<file path="config.mk">
export PLATFORM = sky130hd
export DESIGN_NAME = bitmap_text_renderer_unit
export DESIGN_NICKNAME = d
export VERILOG_FILES = /design/src/design/btr_pkg.sv /design/src/design/bitmap_text_renderer_unit.sv
export SDC_FILE = /design/constraint.sdc
export NUM_CORES = 1
export LEC_CHECK = 0
export BUFFER_PORTS_ARGS = -buffer_cell sky130_fd_sc_hd__clkbuf_2
export CAP_MARGIN = 20
export CORE_MARGIN = 1.5
export CORE_UTILIZATION = 29
export CTS_BUF_LIST = sky130_fd_sc_hd__clkbuf_16
export DETAILED_ROUTE_END_ITERATION = 16
export PLACE_DENSITY = 0.5
export SLEW_MARGIN = 15
export SYNTH_ARGS = -nofsm -noshare
export SYNTH_HDL_FRONTEND = slang
export SYNTH_SLANG_ARGS = --single-unit
</file>
<file path="constraint.sdc">
create_clock -name i_clk -period 7 [get_ports i_clk]
set_input_delay 0 -clock i_clk [delete_from_list [all_inputs] [get_ports i_clk]]
set_output_delay 0 -clock i_clk [all_outputs]
set_load 0.02 [all_outputs]
</file>
<file path="src/design/btr_pkg.sv">
// Package for the bitmap text renderer: glyph ROM, width table, status codes.
package btr_pkg;

    localparam int GLYPH_ROWS      = 5;
    localparam int DEFAULT_ADVANCE = 5;
    localparam int LETTER_BASE     = 10;
    localparam int PUNCT0_BASE     = 36;
    localparam int PUNCT1_BASE     = 51;
    localparam int PUNCT2_BASE     = 56;
    localparam int GLYPH_COUNT     = 61;

    localparam logic [1:0] ST_DRAWN   = 2'd0;
    localparam logic [1:0] ST_UNSUPP  = 2'd1;
    localparam logic [1:0] ST_OFFSCRN = 2'd2;

    typedef logic [5:0] t_glyph;
    typedef logic [5:0] t_row_bits;

    localparam logic [5:0] GLYPH_ROM [GLYPH_COUNT*GLYPH_ROWS] = '{
        6'h1E,6'h12,6'h12,6'h12,6'h1E, 6'h08,6'h0C,6'h08,6'h08,6'h1C,
        6'h1E,6'h10,6'h1E,6'h02,6'h1E, 6'h1E,6'h10,6'h1E,6'h10,6'h1E,
        6'h12,6'h12,6'h1E,6'h10,6'h10, 6'h1E,6'h02,6'h1E,6'h10,6'h1E,
        6'h1E,6'h02,6'h1E,6'h12,6'h1E, 6'h1E,6'h10,6'h10,6'h10,6'h10,
        6'h1E,6'h12,6'h1E,6'h12,6'h1E, 6'h1E,6'h12,6'h1E,6'h10,6'h1E,
        6'h0C,6'h12,6'h1E,6'h12,6'h12, 6'h0E,6'h12,6'h0E,6'h12,6'h0E,
        6'h0C,6'h12,6'h02,6'h12,6'h0C, 6'h0E,6'h12,6'h12,6'h12,6'h0E,
        6'h1E,6'h02,6'h1E,6'h02,6'h1E, 6'h1E,6'h02,6'h1E,6'h02,6'h02,
        6'h0C,6'h02,6'h1A,6'h12,6'h0C, 6'h12,6'h12,6'h1E,6'h12,6'h12,
        6'h3E,6'h08,6'h08,6'h08,6'h3E, 6'h10,6'h10,6'h10,6'h12,6'h0C,
        6'h12,6'h0A,6'h06,6'h0A,6'h12, 6'h02,6'h02,6'h02,6'h02,6'h1E,
        6'h22,6'h36,6'h2A,6'h22,6'h22, 6'h22,6'h26,6'h2A,6'h32,6'h22,
        6'h0C,6'h12,6'h12,6'h12,6'h0C, 6'h0E,6'h12,6'h0E,6'h02,6'h02,
        6'h1C,6'h22,6'h22,6'h12,6'h2C, 6'h0E,6'h12,6'h0E,6'h12,6'h12,
        6'h1C,6'h02,6'h0C,6'h10,6'h0E, 6'h3E,6'h08,6'h08,6'h08,6'h08,
        6'h12,6'h12,6'h12,6'h12,6'h0C, 6'h22,6'h22,6'h22,6'h14,6'h08,
        6'h22,6'h22,6'h2A,6'h36,6'h22, 6'h12,6'h12,6'h0C,6'h12,6'h12,
        6'h12,6'h12,6'h1E,6'h10,6'h1E, 6'h1E,6'h10,6'h0C,6'h02,6'h1E,
        6'h02,6'h02,6'h02,6'h00,6'h02, 6'h0A,6'h0A,6'h00,6'h00,6'h00,
        6'h14,6'h3E,6'h14,6'h3E,6'h14, 6'h00,6'h00,6'h00,6'h00,6'h00,
        6'h00,6'h12,6'h08,6'h04,6'h12, 6'h00,6'h00,6'h00,6'h00,6'h00,
        6'h02,6'h02,6'h00,6'h00,6'h00, 6'h04,6'h02,6'h02,6'h02,6'h04,
        6'h02,6'h04,6'h04,6'h04,6'h02, 6'h00,6'h0A,6'h04,6'h0A,6'h00,
        6'h00,6'h04,6'h0E,6'h04,6'h00, 6'h00,6'h00,6'h00,6'h04,6'h02,
        6'h00,6'h00,6'h0E,6'h00,6'h00, 6'h00,6'h00,6'h00,6'h00,6'h02,
        6'h00,6'h10,6'h08,6'h04,6'h02,
        6'h00,6'h02,6'h00,6'h02,6'h00, 6'h00,6'h02,6'h00,6'h02,6'h02,
        6'h08,6'h04,6'h02,6'h04,6'h08, 6'h00,6'h0E,6'h00,6'h0E,6'h00,
        6'h02,6'h04,6'h08,6'h04,6'h02,
        6'h06,6'h02,6'h02,6'h02,6'h06, 6'h00,6'h02,6'h04,6'h08,6'h10,
        6'h06,6'h04,6'h04,6'h04,6'h06, 6'h04,6'h0A,6'h00,6'h00,6'h00,
        6'h00,6'h00,6'h00,6'h00,6'h0E
    };

    localparam logic [2:0] GLYPH_WIDTH [GLYPH_COUNT] = '{
        3'd5,3'd5,3'd5,3'd5,3'd5,3'd5,3'd5,3'd5,3'd5,3'd5,
        3'd5,3'd5,3'd5,3'd5,3'd5,3'd5,3'd5,3'd5,3'd6,3'd5,3'd5,3'd5,3'd6,
        3'd6,3'd5,3'd5,3'd6,3'd5,3'd5,3'd6,3'd5,3'd6,3'd6,3'd5,3'd5,3'd5,
        3'd2,3'd4,3'd6,3'd5,3'd5,3'd5,3'd2,3'd3,3'd3,3'd4,3'd4,3'd3,3'd4,
        3'd2,3'd5,
        3'd2,3'd2,3'd4,3'd4,3'd4,
        3'd3,3'd5,3'd3,3'd4,3'd4
    };

    // Map a character byte to its glyph number; valid flag in the top bit.
    function automatic logic [6:0] glyph_of(input logic [7:0] c);
        logic [7:0] u;
        begin
            u = c;
            if (c >= 8'h61 && c <= 8'h7A) u = c - 8'd32;
            if (c >= 8'h30 && c <= 8'h39)      glyph_of = {1'b1, 6'(c - 8'h30)};
            else if (c >= 8'h21 && c <= 8'h2F) glyph_of = {1'b1, 6'(c - 8'h21 + 8'(PUNCT0_BASE))};
            else if (c >= 8'h3A && c <= 8'h3E) glyph_of = {1'b1, 6'(c - 8'h3A + 8'(PUNCT1_BASE))};
            else if (c >= 8'h5B && c <= 8'h5F) glyph_of = {1'b1, 6'(c - 8'h5B + 8'(PUNCT2_BASE))};
            else if (u >= 8'h41 && u <= 8'h5A) glyph_of = {1'b1, 6'(u - 8'h41 + 8'(LETTER_BASE))};
            else                               glyph_of = 7'd0;
        end
    endfunction

endpackage

</file>
<file path="src/design/bitmap_text_renderer_unit.sv">
// Top level of the bitmap text renderer: glyph lookup and bit-serial pixel scan.
//
// An accepted character passes through a lookup step, a scan of 5*width glyph
// bits and a closing step; a status-only character skips the scan. The scan
// walks the glyph one bit per cycle, shifting the current glyph row out of a
// shift register. Each lit in-frame bit is held back by one pixel so that the
// final request of a character can carry last; the held pixel moves to a
// one-entry output register when the next one is found or when the character
// closes. A stalled output holds the scan. The next character is taken once
// the final request of the current one sits in the output register.
module bitmap_text_renderer_unit
    import btr_pkg::*;
#(
    parameter int FRAME_COLS = 64,
    parameter int FRAME_ROWS = 16
) (
    input  logic       i_clk,
    input  logic       i_rst_n,
    input  logic       i_valid,
    output logic       o_ready,
    input  logic [7:0] i_char_code,
    input  logic signed [7:0] i_start_x,
    input  logic signed [7:0] i_start_y,
    input  logic       i_new_string,
    output logic       o_valid,
    input  logic       i_ready,
    output logic [5:0] o_pixel_x,
    output logic [3:0] o_pixel_y,
    output logic       o_pixel_valid,
    output logic [1:0] o_char_status,
    output logic       o_last
);

    localparam logic [1:0] S_IDLE = 2'd0;
    localparam logic [1:0] S_LOOK = 2'd1;
    localparam logic [1:0] S_SCAN = 2'd2;
    localparam logic [1:0] S_STAT = 2'd3;

    logic [1:0]        r_state;
    logic signed [7:0] r_cursor, r_row;
    logic [7:0]        r_code;
    t_glyph            r_glyph;
    logic [2:0]        r_width;
    t_row_bits         r_bits;
    logic [2:0]        r_col;
    logic [2:0]        r_grow;
    logic              r_any;
    logic [1:0]        r_status;

    // Held pixel, waiting to learn whether it is the last one.
    logic [5:0] r_hx;
    logic [3:0] r_hy;

    // Output register.
    logic       r_ovalid;
    logic [5:0] r_px;
    logic [3:0] r_py;
    logic       r_pv;
    logic [1:0] r_ost;
    logic       r_olast;

    logic       out_free;
    logic [6:0] lookup;
    logic [2:0] lk_w;
    logic signed [9:0] cx, cy, cxw, nx;
    logic       off;
    logic signed [9:0] px, py;
    logic       lit, inframe, final_bit;

    assign out_free = !r_ovalid || i_ready;
    assign o_ready  = (r_state == S_IDLE);

    assign lookup = glyph_of(r_code);
    assign lk_w   = lookup[6] ? GLYPH_WIDTH[lookup[5:0]] : 3'(DEFAULT_ADVANCE);
    assign cx     = 10'(r_cursor);
    assign cy     = 10'(r_row);
    assign cxw    = cx + 10'(lk_w);
    assign off    = (cxw < 0) || (cx >= 10'(FRAME_COLS)) ||
                    (cy + 10'(GLYPH_ROWS) < 0) || (cy >= 10'(FRAME_ROWS));
    assign nx     = (cxw > 10'sd127) ? 10'sd127 : cxw;

    // Current scan bit position and tests.
    assign px        = cx + 10'(r_col);
    assign py        = cy + 10'(r_grow);
    assign lit       = r_bits[0];
    assign inframe   = (px >= 0) && (px < 10'(FRAME_COLS)) && (py >= 0) &&
                       (py < 10'(FRAME_ROWS));
    assign final_bit = (r_col == r_width - 3'd1) && (r_grow == 3'(GLYPH_ROWS - 1));

    always_ff @(posedge i_clk) begin
        if (!i_rst_n) begin
            r_state  <= S_IDLE;
            r_cursor <= '0;
            r_row    <= '0;
            r_ovalid <= 1'b0;
            r_any    <= 1'b0;
        end else begin
            unique case (r_state)
                S_IDLE: begin
                    // Drop a delivered request.
                    if (i_ready) r_ovalid <= 1'b0;
                    if (i_valid) begin
                        r_code <= i_char_code;
                        if (i_new_string) begin
                            r_cursor <= i_start_x;
                            r_row    <= i_start_y;
                        end
                        r_state <= S_LOOK;
                    end
                end
                // Look up glyph, decide scan or status; the cursor advances when the character closes.
                S_LOOK: begin
                    if (i_ready) r_ovalid <= 1'b0;
                    r_glyph  <= lookup[5:0];
                    r_width  <= lk_w;
                    r_col    <= '0;
                    r_grow   <= '0;
                    r_any    <= 1'b0;
                    r_bits   <= GLYPH_ROM[int'(lookup[5:0]) * GLYPH_ROWS];
                    if (!lookup[6]) begin
                        r_status <= ST_UNSUPP;
                        r_state  <= S_STAT;
                    end else if (off) begin
                        r_status <= ST_OFFSCRN;
                        r_state  <= S_STAT;
                    end else begin
                        r_status <= ST_DRAWN;
                        r_state  <= S_SCAN;
                    end
                end
                // Shift one glyph bit per cycle; hold while the output is full.
                S_SCAN: begin
                    if (out_free) begin
                        // Send the held pixel when a newer one replaces it.
                        r_ovalid <= lit && inframe && r_any;
                        if (lit && inframe) begin
                            r_px    <= r_hx;
                            r_py    <= r_hy;
                            r_pv    <= 1'b1;
                            r_ost   <= ST_DRAWN;
                            r_olast <= 1'b0;
                            r_hx    <= px[5:0];
                            r_hy    <= py[3:0];
                            r_any   <= 1'b1;
                        end
                        if (final_bit) begin
                            r_state <= S_STAT;
                        end else if (r_col == r_width - 3'd1) begin
                            r_col  <= '0;
                            r_grow <= r_grow + 3'd1;
                            r_bits <= GLYPH_ROM[int'(r_glyph) * GLYPH_ROWS + int'(r_grow) + 1];
                        end else begin
                            r_col  <= r_col + 3'd1;
                            r_bits <= r_bits >> 1;
                        end
                    end
                end
                // Close the character: send the held pixel as last, or a status request.
                S_STAT: begin
                    if (out_free) begin
                        r_ovalid <= 1'b1;
                        r_px     <= r_any ? r_hx : 6'd0;
                        r_py     <= r_any ? r_hy : 4'd0;
                        r_pv     <= r_any;
                        r_ost    <= r_status;
                        r_olast  <= 1'b1;
                        r_any    <= 1'b0;
                        r_cursor <= nx[7:0];
                        r_state  <= S_IDLE;
                    end
                end
                default: r_state <= S_IDLE;
            endcase
        end
    end

    assign o_valid       = r_ovalid;
    assign o_pixel_x     = r_px;
    assign o_pixel_y     = r_py;
    assign o_pixel_valid = r_pv;
    assign o_char_status = r_ost;
    assign o_last        = r_olast;

endmodule

</file>
# [Word-level counts from Yosys, hierarchy flattened]
# Memories as Yosys holds them, arrays and structs flattened.
# Cells that the tools add are included.
[word_totals] mem_count=3 ff_bits=75 input_bits=29 romBits=6336
[memory_table] memory="(name not given)" depth=512 word_bits=6 rd=1 rd_clocked_by_memory_dff=0 write_ports=0 line="bitmap_text_renderer_unit.sv:151" source="r_bits <= GLYPH_ROM[int'(r_glyph) * GLYPH_ROWS + int'(r_grow) + 1];"
[memory_table] memory="(name not given)" depth=512 word_bits=6 rd=1 rd_clocked_by_memory_dff=0 write_ports=0 line="bitmap_text_renderer_unit.sv:119" source="r_bits <= GLYPH_ROM[int'(lookup[5:0]) * GLYPH_ROWS];"
[memory_table] memory="(name not given)" depth=64 word_bits=3 rd=1 rd_clocked_by_memory_dff=0 write_ports=0 line="bitmap_text_renderer_unit.sv:74" source="assign lk_w = lookup[6] ? GLYPH_WIDTH[lookup[5:0]] : 3'(DEFAULT_ADVANCE);"
[op_classes] multipliers=2 muxes=65 n_addsub=19 n_eq_ne=14 n_bitwise=3 n_reduce_logical=34 n_lt_le_gt_ge=24
[ops] op="two-way mux 6 bit" count=11
[ops] op=">= comparator 32 x 10 -> 1 bit, second input constant" count=2
[ops] op="two-way mux 8 bit" count=5
[ops] op="two-way mux 7 bit" count=5
[ops] op=">= comparator 8 x 6 -> 1 bit, second input constant" count=4
[ops] op="NOT 11 -> 32 bit" count=1
[ops] op="NOT 9 -> 32 bit" count=1
[ops] op="adder 8 x 4 -> 9 bit" count=3
[ops] op="two-way mux 3 bit" count=9
[ops] op=">= comparator 8 x 7 -> 1 bit, second input constant" count=3
[ops] op="<= comparator 8 x 6 -> 1 bit, second input constant" count=3
[ops] op="<= comparator 8 x 7 -> 1 bit, second input constant" count=3
[ops] op="one-hot mux 6 bit (2 select lines)" count=2
[ops] op="AND reduction 4 bit" count=5
[ops] op="adder 6 bit, second input constant" count=3
[ops] op=">= comparator 9 x 1 -> 1 bit, second input constant" count=2
[ops] op="less-than comparator 9 x 1 -> 1 bit, second input constant" count=2
[ops] op="multiplier 6 x 3 -> 9 bit, second input constant" count=2
[ops] op="subtractor 6 bit, second input constant" count=3
[ops] op="two-way mux 2 bit" count=8
[ops] op="two-way mux 4 bit" count=4
[ops] op="one-hot mux 8 bit (2 select lines)" count=1
[ops] op="inequality test 2 bit, second input constant" count=7
[ops] op="logical AND 1 bit" count=12
[ops] op="other kinds (36)" count=60

# [Depth between registers and ports, before layout]
[logic_depth] depth_word=23 mapped_depth=28 depth_no_buf=25

# [Least setup slack after synthesis]
# No wires, ideal clock.
[synth_path] path_kind="register -> register" start="register r_code[1]" end="register r_bits[5], data pin" arrival_ns=5.399 path_buffers=6 slack_ns=1.340 period_less_slack_ns=5.660 t_required_ns=6.739 path_stages_with_launch=23 cell_sequence="edfxtp_1 -> clkbuf_1 -> inv_1 -> ha_1 -> or4b_4 -> a21o_1 -> a21o_1 -> a211o_1 -> a211o_1 -> o21ai_2 -> buf_4 -> ha_1 -> ha_1 -> inv_1 -> fa_1 -> clkbuf_1 -> clkbuf_1 -> clkbuf_1 -> clkbuf_1 -> o32ai_1 -> o21ai_0 -> o22ai_1 -> a221o_1"
[synth_via] elab_chain_cells=16 elab_cells_between_ends=40
[synth_rtl] element="start: declaration" line="bitmap_text_renderer_unit.sv:41" source="logic [7:0] r_code;"
[synth_rtl] element="start signal: assignment" line="bitmap_text_renderer_unit.sv:103" source="r_code <= i_char_code;"
[synth_rtl] element=">= comparator 8 x 7 -> 1 bit / <= comparator 8 x 7 -> 1 bit (equally long branches)" line="btr_pkg.sv:69" source="if (c >= 8'h61 && c <= 8'h7A) u = c - 8'd32;"
[synth_rtl] element="logical AND 1 bit" line="btr_pkg.sv:69"
[synth_rtl] element="two-way mux 8 bit" line="btr_pkg.sv:69"
[synth_rtl] element="subtractor 6 x 1 -> 6 bit (tied with other cells)" line="btr_pkg.sv:74" source="else if (u >= 8'h41 && u <= 8'h5A) glyph_of = {1'b1, 6'(u - 8'h41 + 8'(LETTER_BASE))};"
[synth_rtl] element="adder 6 x 4 -> 6 bit / logical AND 1 bit (equally long branches)" line="btr_pkg.sv:74"
[synth_rtl] element="two-way mux 7 bit" line="btr_pkg.sv:74"
[synth_rtl] element="two-way mux 7 bit" line="btr_pkg.sv:73" source="else if (c >= 8'h5B && c <= 8'h5F) glyph_of = {1'b1, 6'(c - 8'h5B + 8'(PUNCT2_BASE))};"
[synth_rtl] element="two-way mux 7 bit" line="btr_pkg.sv:72" source="else if (c >= 8'h3A && c <= 8'h3E) glyph_of = {1'b1, 6'(c - 8'h3A + 8'(PUNCT1_BASE))};"
[synth_rtl] element="two-way mux 7 bit" line="btr_pkg.sv:71" source="else if (c >= 8'h21 && c <= 8'h2F) glyph_of = {1'b1, 6'(c - 8'h21 + 8'(PUNCT0_BASE))};"
[synth_rtl] element="two-way mux 7 bit *" line="btr_pkg.sv:70" source="if (c >= 8'h30 && c <= 8'h39) glyph_of = {1'b1, 6'(c - 8'h30)};"
[synth_rtl] element="net lookup[2]" line="bitmap_text_renderer_unit.sv:63" source="logic [6:0] lookup;"
[synth_rtl] element="multiplier 6 x 3 -> 9 bit *" line="bitmap_text_renderer_unit.sv:119"
[synth_rtl] element="NOT 9 -> 32 bit (not written as such) *" line="bitmap_text_renderer_unit.sv:119"
[synth_rtl] element="memory read (512 x 6 bit) *"
[synth_rtl] element="two-way mux 6 bit (not written as such) * (2 in series)" line="bitmap_text_renderer_unit.sv:119"
[synth_rtl] element="one-hot mux 6 bit (2 select lines) *" line="bitmap_text_renderer_unit.sv:98" source="unique case (r_state)"
[synth_rtl] element="end signal: assignment" line="bitmap_text_renderer_unit.sv:119"
[synth_rtl] element="end signal: assignment" line="bitmap_text_renderer_unit.sv:151"
[synth_rtl] element="end signal: assignment" line="bitmap_text_renderer_unit.sv:154" source="r_bits <= r_bits >> 1;"
[synth_rtl] element="end: declaration" line="bitmap_text_renderer_unit.sv:44" source="t_row_bits r_bits;"
# Mark *: on every way through the listed nets, which the timed path passes. The rest lies on a longest branch. The select of a mux whose other input is x is not followed.
# A chain may end at the register's enable or synchronous reset.

# [Worst setup path after layout]
[layout_path] start="register r_code[1]" end="register r_bits[2], data pin"
[layout_via] elab_chain_cells=16 elab_cells_between_ends=40
[layout_rtl] element=">= comparator 8 x 7 -> 1 bit / <= comparator 8 x 7 -> 1 bit (equally long branches)" line="btr_pkg.sv:69"
[layout_rtl] element="logical AND 1 bit" line="btr_pkg.sv:69"
[layout_rtl] element="two-way mux 8 bit" line="btr_pkg.sv:69"
[layout_rtl] element="subtractor 6 x 1 -> 6 bit (tied with other cells)" line="btr_pkg.sv:74"
[layout_rtl] element="adder 6 x 4 -> 6 bit / logical AND 1 bit (equally long branches)" line="btr_pkg.sv:74"
[layout_rtl] element="two-way mux 7 bit" line="btr_pkg.sv:74"
[layout_rtl] element="two-way mux 7 bit" line="btr_pkg.sv:73"
[layout_rtl] element="two-way mux 7 bit" line="btr_pkg.sv:72"
[layout_rtl] element="two-way mux 7 bit" line="btr_pkg.sv:71"
[layout_rtl] element="two-way mux 7 bit *" line="btr_pkg.sv:70"
[layout_rtl] element="multiplier 6 x 3 -> 9 bit *" line="bitmap_text_renderer_unit.sv:119"
[layout_rtl] element="NOT 9 -> 32 bit (not written as such) *" line="bitmap_text_renderer_unit.sv:119"
[layout_rtl] element="memory read (512 x 6 bit) *"
[layout_rtl] element="two-way mux 6 bit (not written as such) * (2 in series)" line="bitmap_text_renderer_unit.sv:119"
[layout_rtl] element="one-hot mux 6 bit (2 select lines) *" line="bitmap_text_renderer_unit.sv:98"
# Mark *: on every way between the ends. The rest lies on a longest branch, timed or not. The select of a mux whose other input is x is not followed.

==> results.json <==
{
  "antenna_found_initial": 0,
  "crit_arrival_ps": 6410,
  "reg2reg_depth": 23,
  "setup_viol": 0,
  "post_synth_num_cell_types": 90,
  "path_clk_slew_ps": 70,
  "final_cell_mix": "nand2_1, nor2_1, a21oi_1, ha_1, o21ai_0",
  "crit_type": "reg2reg",
  "seq_area_um2": 2050,
  "yosysTopAreaCellShare": 0.186,
  "wl_per_cell_um": 18.3,
  "die-area_um2": 31600,
  "finalHoldViolCount": 0,
  "cap_violations": 0,
  "viasPerCell": 5.78,
  "timing.rr.end": "r_bits[2]$_DFFE_PP_",
  "pwr_density_cell_nw_per_um2": 498,
  "cts_tree": "built",
  "port-buffer-count": 44,
  "syn_to_final_growth_pct": 12.0,
  "synth_flop_cell": "edfxtp_1",
  "antenna_left": 0,
  "r2r_slack_ps": 660,
  "crit_path_end_kind": "flip-flop",
  "seq_area_frac_synth": 0.231,
  "holdPathStages": 3,
  "rsz0062_at_grt": "no",
  "period_minus_slack_ps": 6340,
  "cts_resized": 0,
  "hpwl_um": 20200,
  "synth-edff-count": 55,
  "clock-sinks": 75,
  "insertion_delay_ps": 340,
  "io_pins": 45,
  "synth_area_leaders": "edfxtp_1, ha_1, a21oi_1",
  "fin_tns_setup_ps": 0,
  "drt-pass1-iter-count": 5,
  "cts-buffers-inserted": 9,
  "nets": 1259,
  "worstMarginPinSlew_ps": 951,
  "min_from": "i_start_x[1]",
  "ys_ff_latch": 75,
  "drv_slew": 0,
  "ys_warn_count": 0,
  "fmax_mhz": 158,
  "setup.worst_path.start_class": "flip-flop",
  "num_vias": 8892,
  "htreeDepth": 3,
  "layout_commonest_cell": "nand2_1",
  "dp.cells": 1504,
  "min_to": "r_cursor[1]$_SDFFE_PN0P_",
  "cts_buffer_depth": 2,
  "relSlewSlack": 0.366,
  "grt_pass1_wl_um": 45400,
  "synth_top_area_cell": "edfxtp_1",
  "core_um2": 29900,
  "grt_pass1_vias": 8348,
  "fillerInstances": 3140,
  "ir_worst_vdd_mv": 0.397,
  "path_max_fanout": 23,
  "grt_max_degree": 39,
  "power.leakage_uw": 0.00383,
  "antenna_cells": 0,
  "min_path_type": "in2reg",
  "async_reset_ff_frac": 0,
  "overflow": 0,
  "synthCells": 1129,
  "dr.first_iter.drc_count": 1049,
  "fin_cells": 1539,
  "drc": 0,
  "period_share": 0.905,
  "status": "finished, final reports clean",
  "fp.dieW_um": 178,
  "root_buffer": "clkbuf_16",
  "drt-total-wl_um": 28200,
  "synth.net_count": 1244,
  "multi_input_area_um2": 6300,
  "die_y_um": 178,
  "start_util": 0.297,
  "place.gp.congestion": 0.919,
  "drive_above_1_share": 0.109,
  "critical_path.reg2reg.startpoint": "r_code[1]$_DFFE_PP_",
  "synth.avg_cell_area_um2": 7.86,
  "grt_usage": 0.180,
  "skew_ps": 11.7,
  "synthesis.area_um2": 8870,
  "required_ps": 7070,
  "rows": 63
}
kinds of logic after synthesis:
family | share of synthesized area
buffers and inverters | 0.0616
adder cells (fa/ha/maj) | 0.126
AND/OR/NAND/NOR | 0.200
AO/OA/AOI/OAI | 0.303
XOR/XNOR | 0.0384
multiplexers | 0.0389
flip-flops | 0.231
registers in the layout (all words and copies together) (netlist names), 4 cells and up:
register   flops
r_code         8
r_bits         6
r_row          8
o_pixel_x      6
o_pixel_y      4
r_hx           6
r_hy           4
r_glyph        6
r_cursor       8
area by class of cell:
type	count	share of cell area
timing repair buffer	90	0.0617
inverter	50	0.0189
tap	390	0.0491
clock inverter	7	0.00680
sequential	75	0.207
clock buffer	9	0.0227
multi-input combinational	918	0.634
layer usage:
layer / GRT usage / wire (um) / vias up
met2: 0.278 / 12700 / 387
met3: 0.0347 / 2030 / 78
li1: - / - / 4253
met1: 0.246 / 12700 / 4174
met4: 0.0665 / 835 / 0
met5: 0 / 0 / -
synth_stat cells (17+ instances only):
library cell and count:
mux2i_1 21, and2_1 21, a21oi_1 95, nor2_1 99
xnor2_1 25, o211ai_1 29, o21ai_0 69, ha_1 80
a31oi_1 21, nor3_1 17, dfxtp_1 20, clkbuf_1 68
nand3_1 31, edfxtp_1 55, inv_1 47, nand2_1 120
worst max path at each step:
stage	end	startpoint	slack (ps)
2_1_floorplan	r_bits[5]$_DFFE_PP_	r_code[1]$_DFFE_PP_	1340
3_3_place_gp	r_bits[2]$_DFFE_PP_	r_code[1]$_DFFE_PP_	840
3_5_place_dp	r_bits[2]$_DFFE_PP_	r_code[0]$_DFFE_PP_	760
4_1_cts	r_bits[2]$_DFFE_PP_	r_code[0]$_DFFE_PP_	720
5_1_grt	r_bits[2]$_DFFE_PP_	r_code[1]$_DFFE_PP_	310
6_report	r_bits[2]$_DFFE_PP_	r_code[1]$_DFFE_PP_	660
metrics by stage:
stage	power [uW]	util	cell area (um2)	hold WS, ps	setup slack, ps
after floorplan	3400	-	8870	98.9	1340
after global placement	4450	0.316	9450	178	838
after detailed placement	4380	0.316	9450	179	763
after CTS	4870	0.333	9930	14.1	719
after global routing	5350	0.333	9930	41.2	311
final	4950	0.333	9930	28.1	664
critical path, cell delays in order (launching register included):
cell      delay [ps]
edfxtp_1         570
inv_1            190
ha_1             270
or4b_4           490
a21o_1           220
a21o_1           200
a211o_1          350
a211o_1          320
o21ai_2          290
ha_1             370
ha_2             210
inv_1             50
fa_1             500
buf_4            240
nor2b_1          160
nor2_1            90
o21ai_0           80
o21ai_0          210
o21ai_0          120
o31a_1           320
a41o_1           230
nor4b_1          300
o311a_1          230
a311oi_2          40
report_power, final:
part	leakage [uW]	switching, uW	total [uW]	internal [uW]
Clock	0.000142	205	455	250
Combinational	0.00303	2520	3820	1310
Sequential	0.000666	74.1	667	593
Total	0.00383	2800	4950	2150
repair_timing:
action / in CTS / in global routing
buffers inserted: 0 / 0
hold endpoints to repair: 19 / 0
hold buffers: 19 / 0
Note: power is estimated with default switching activity, not from simulation.
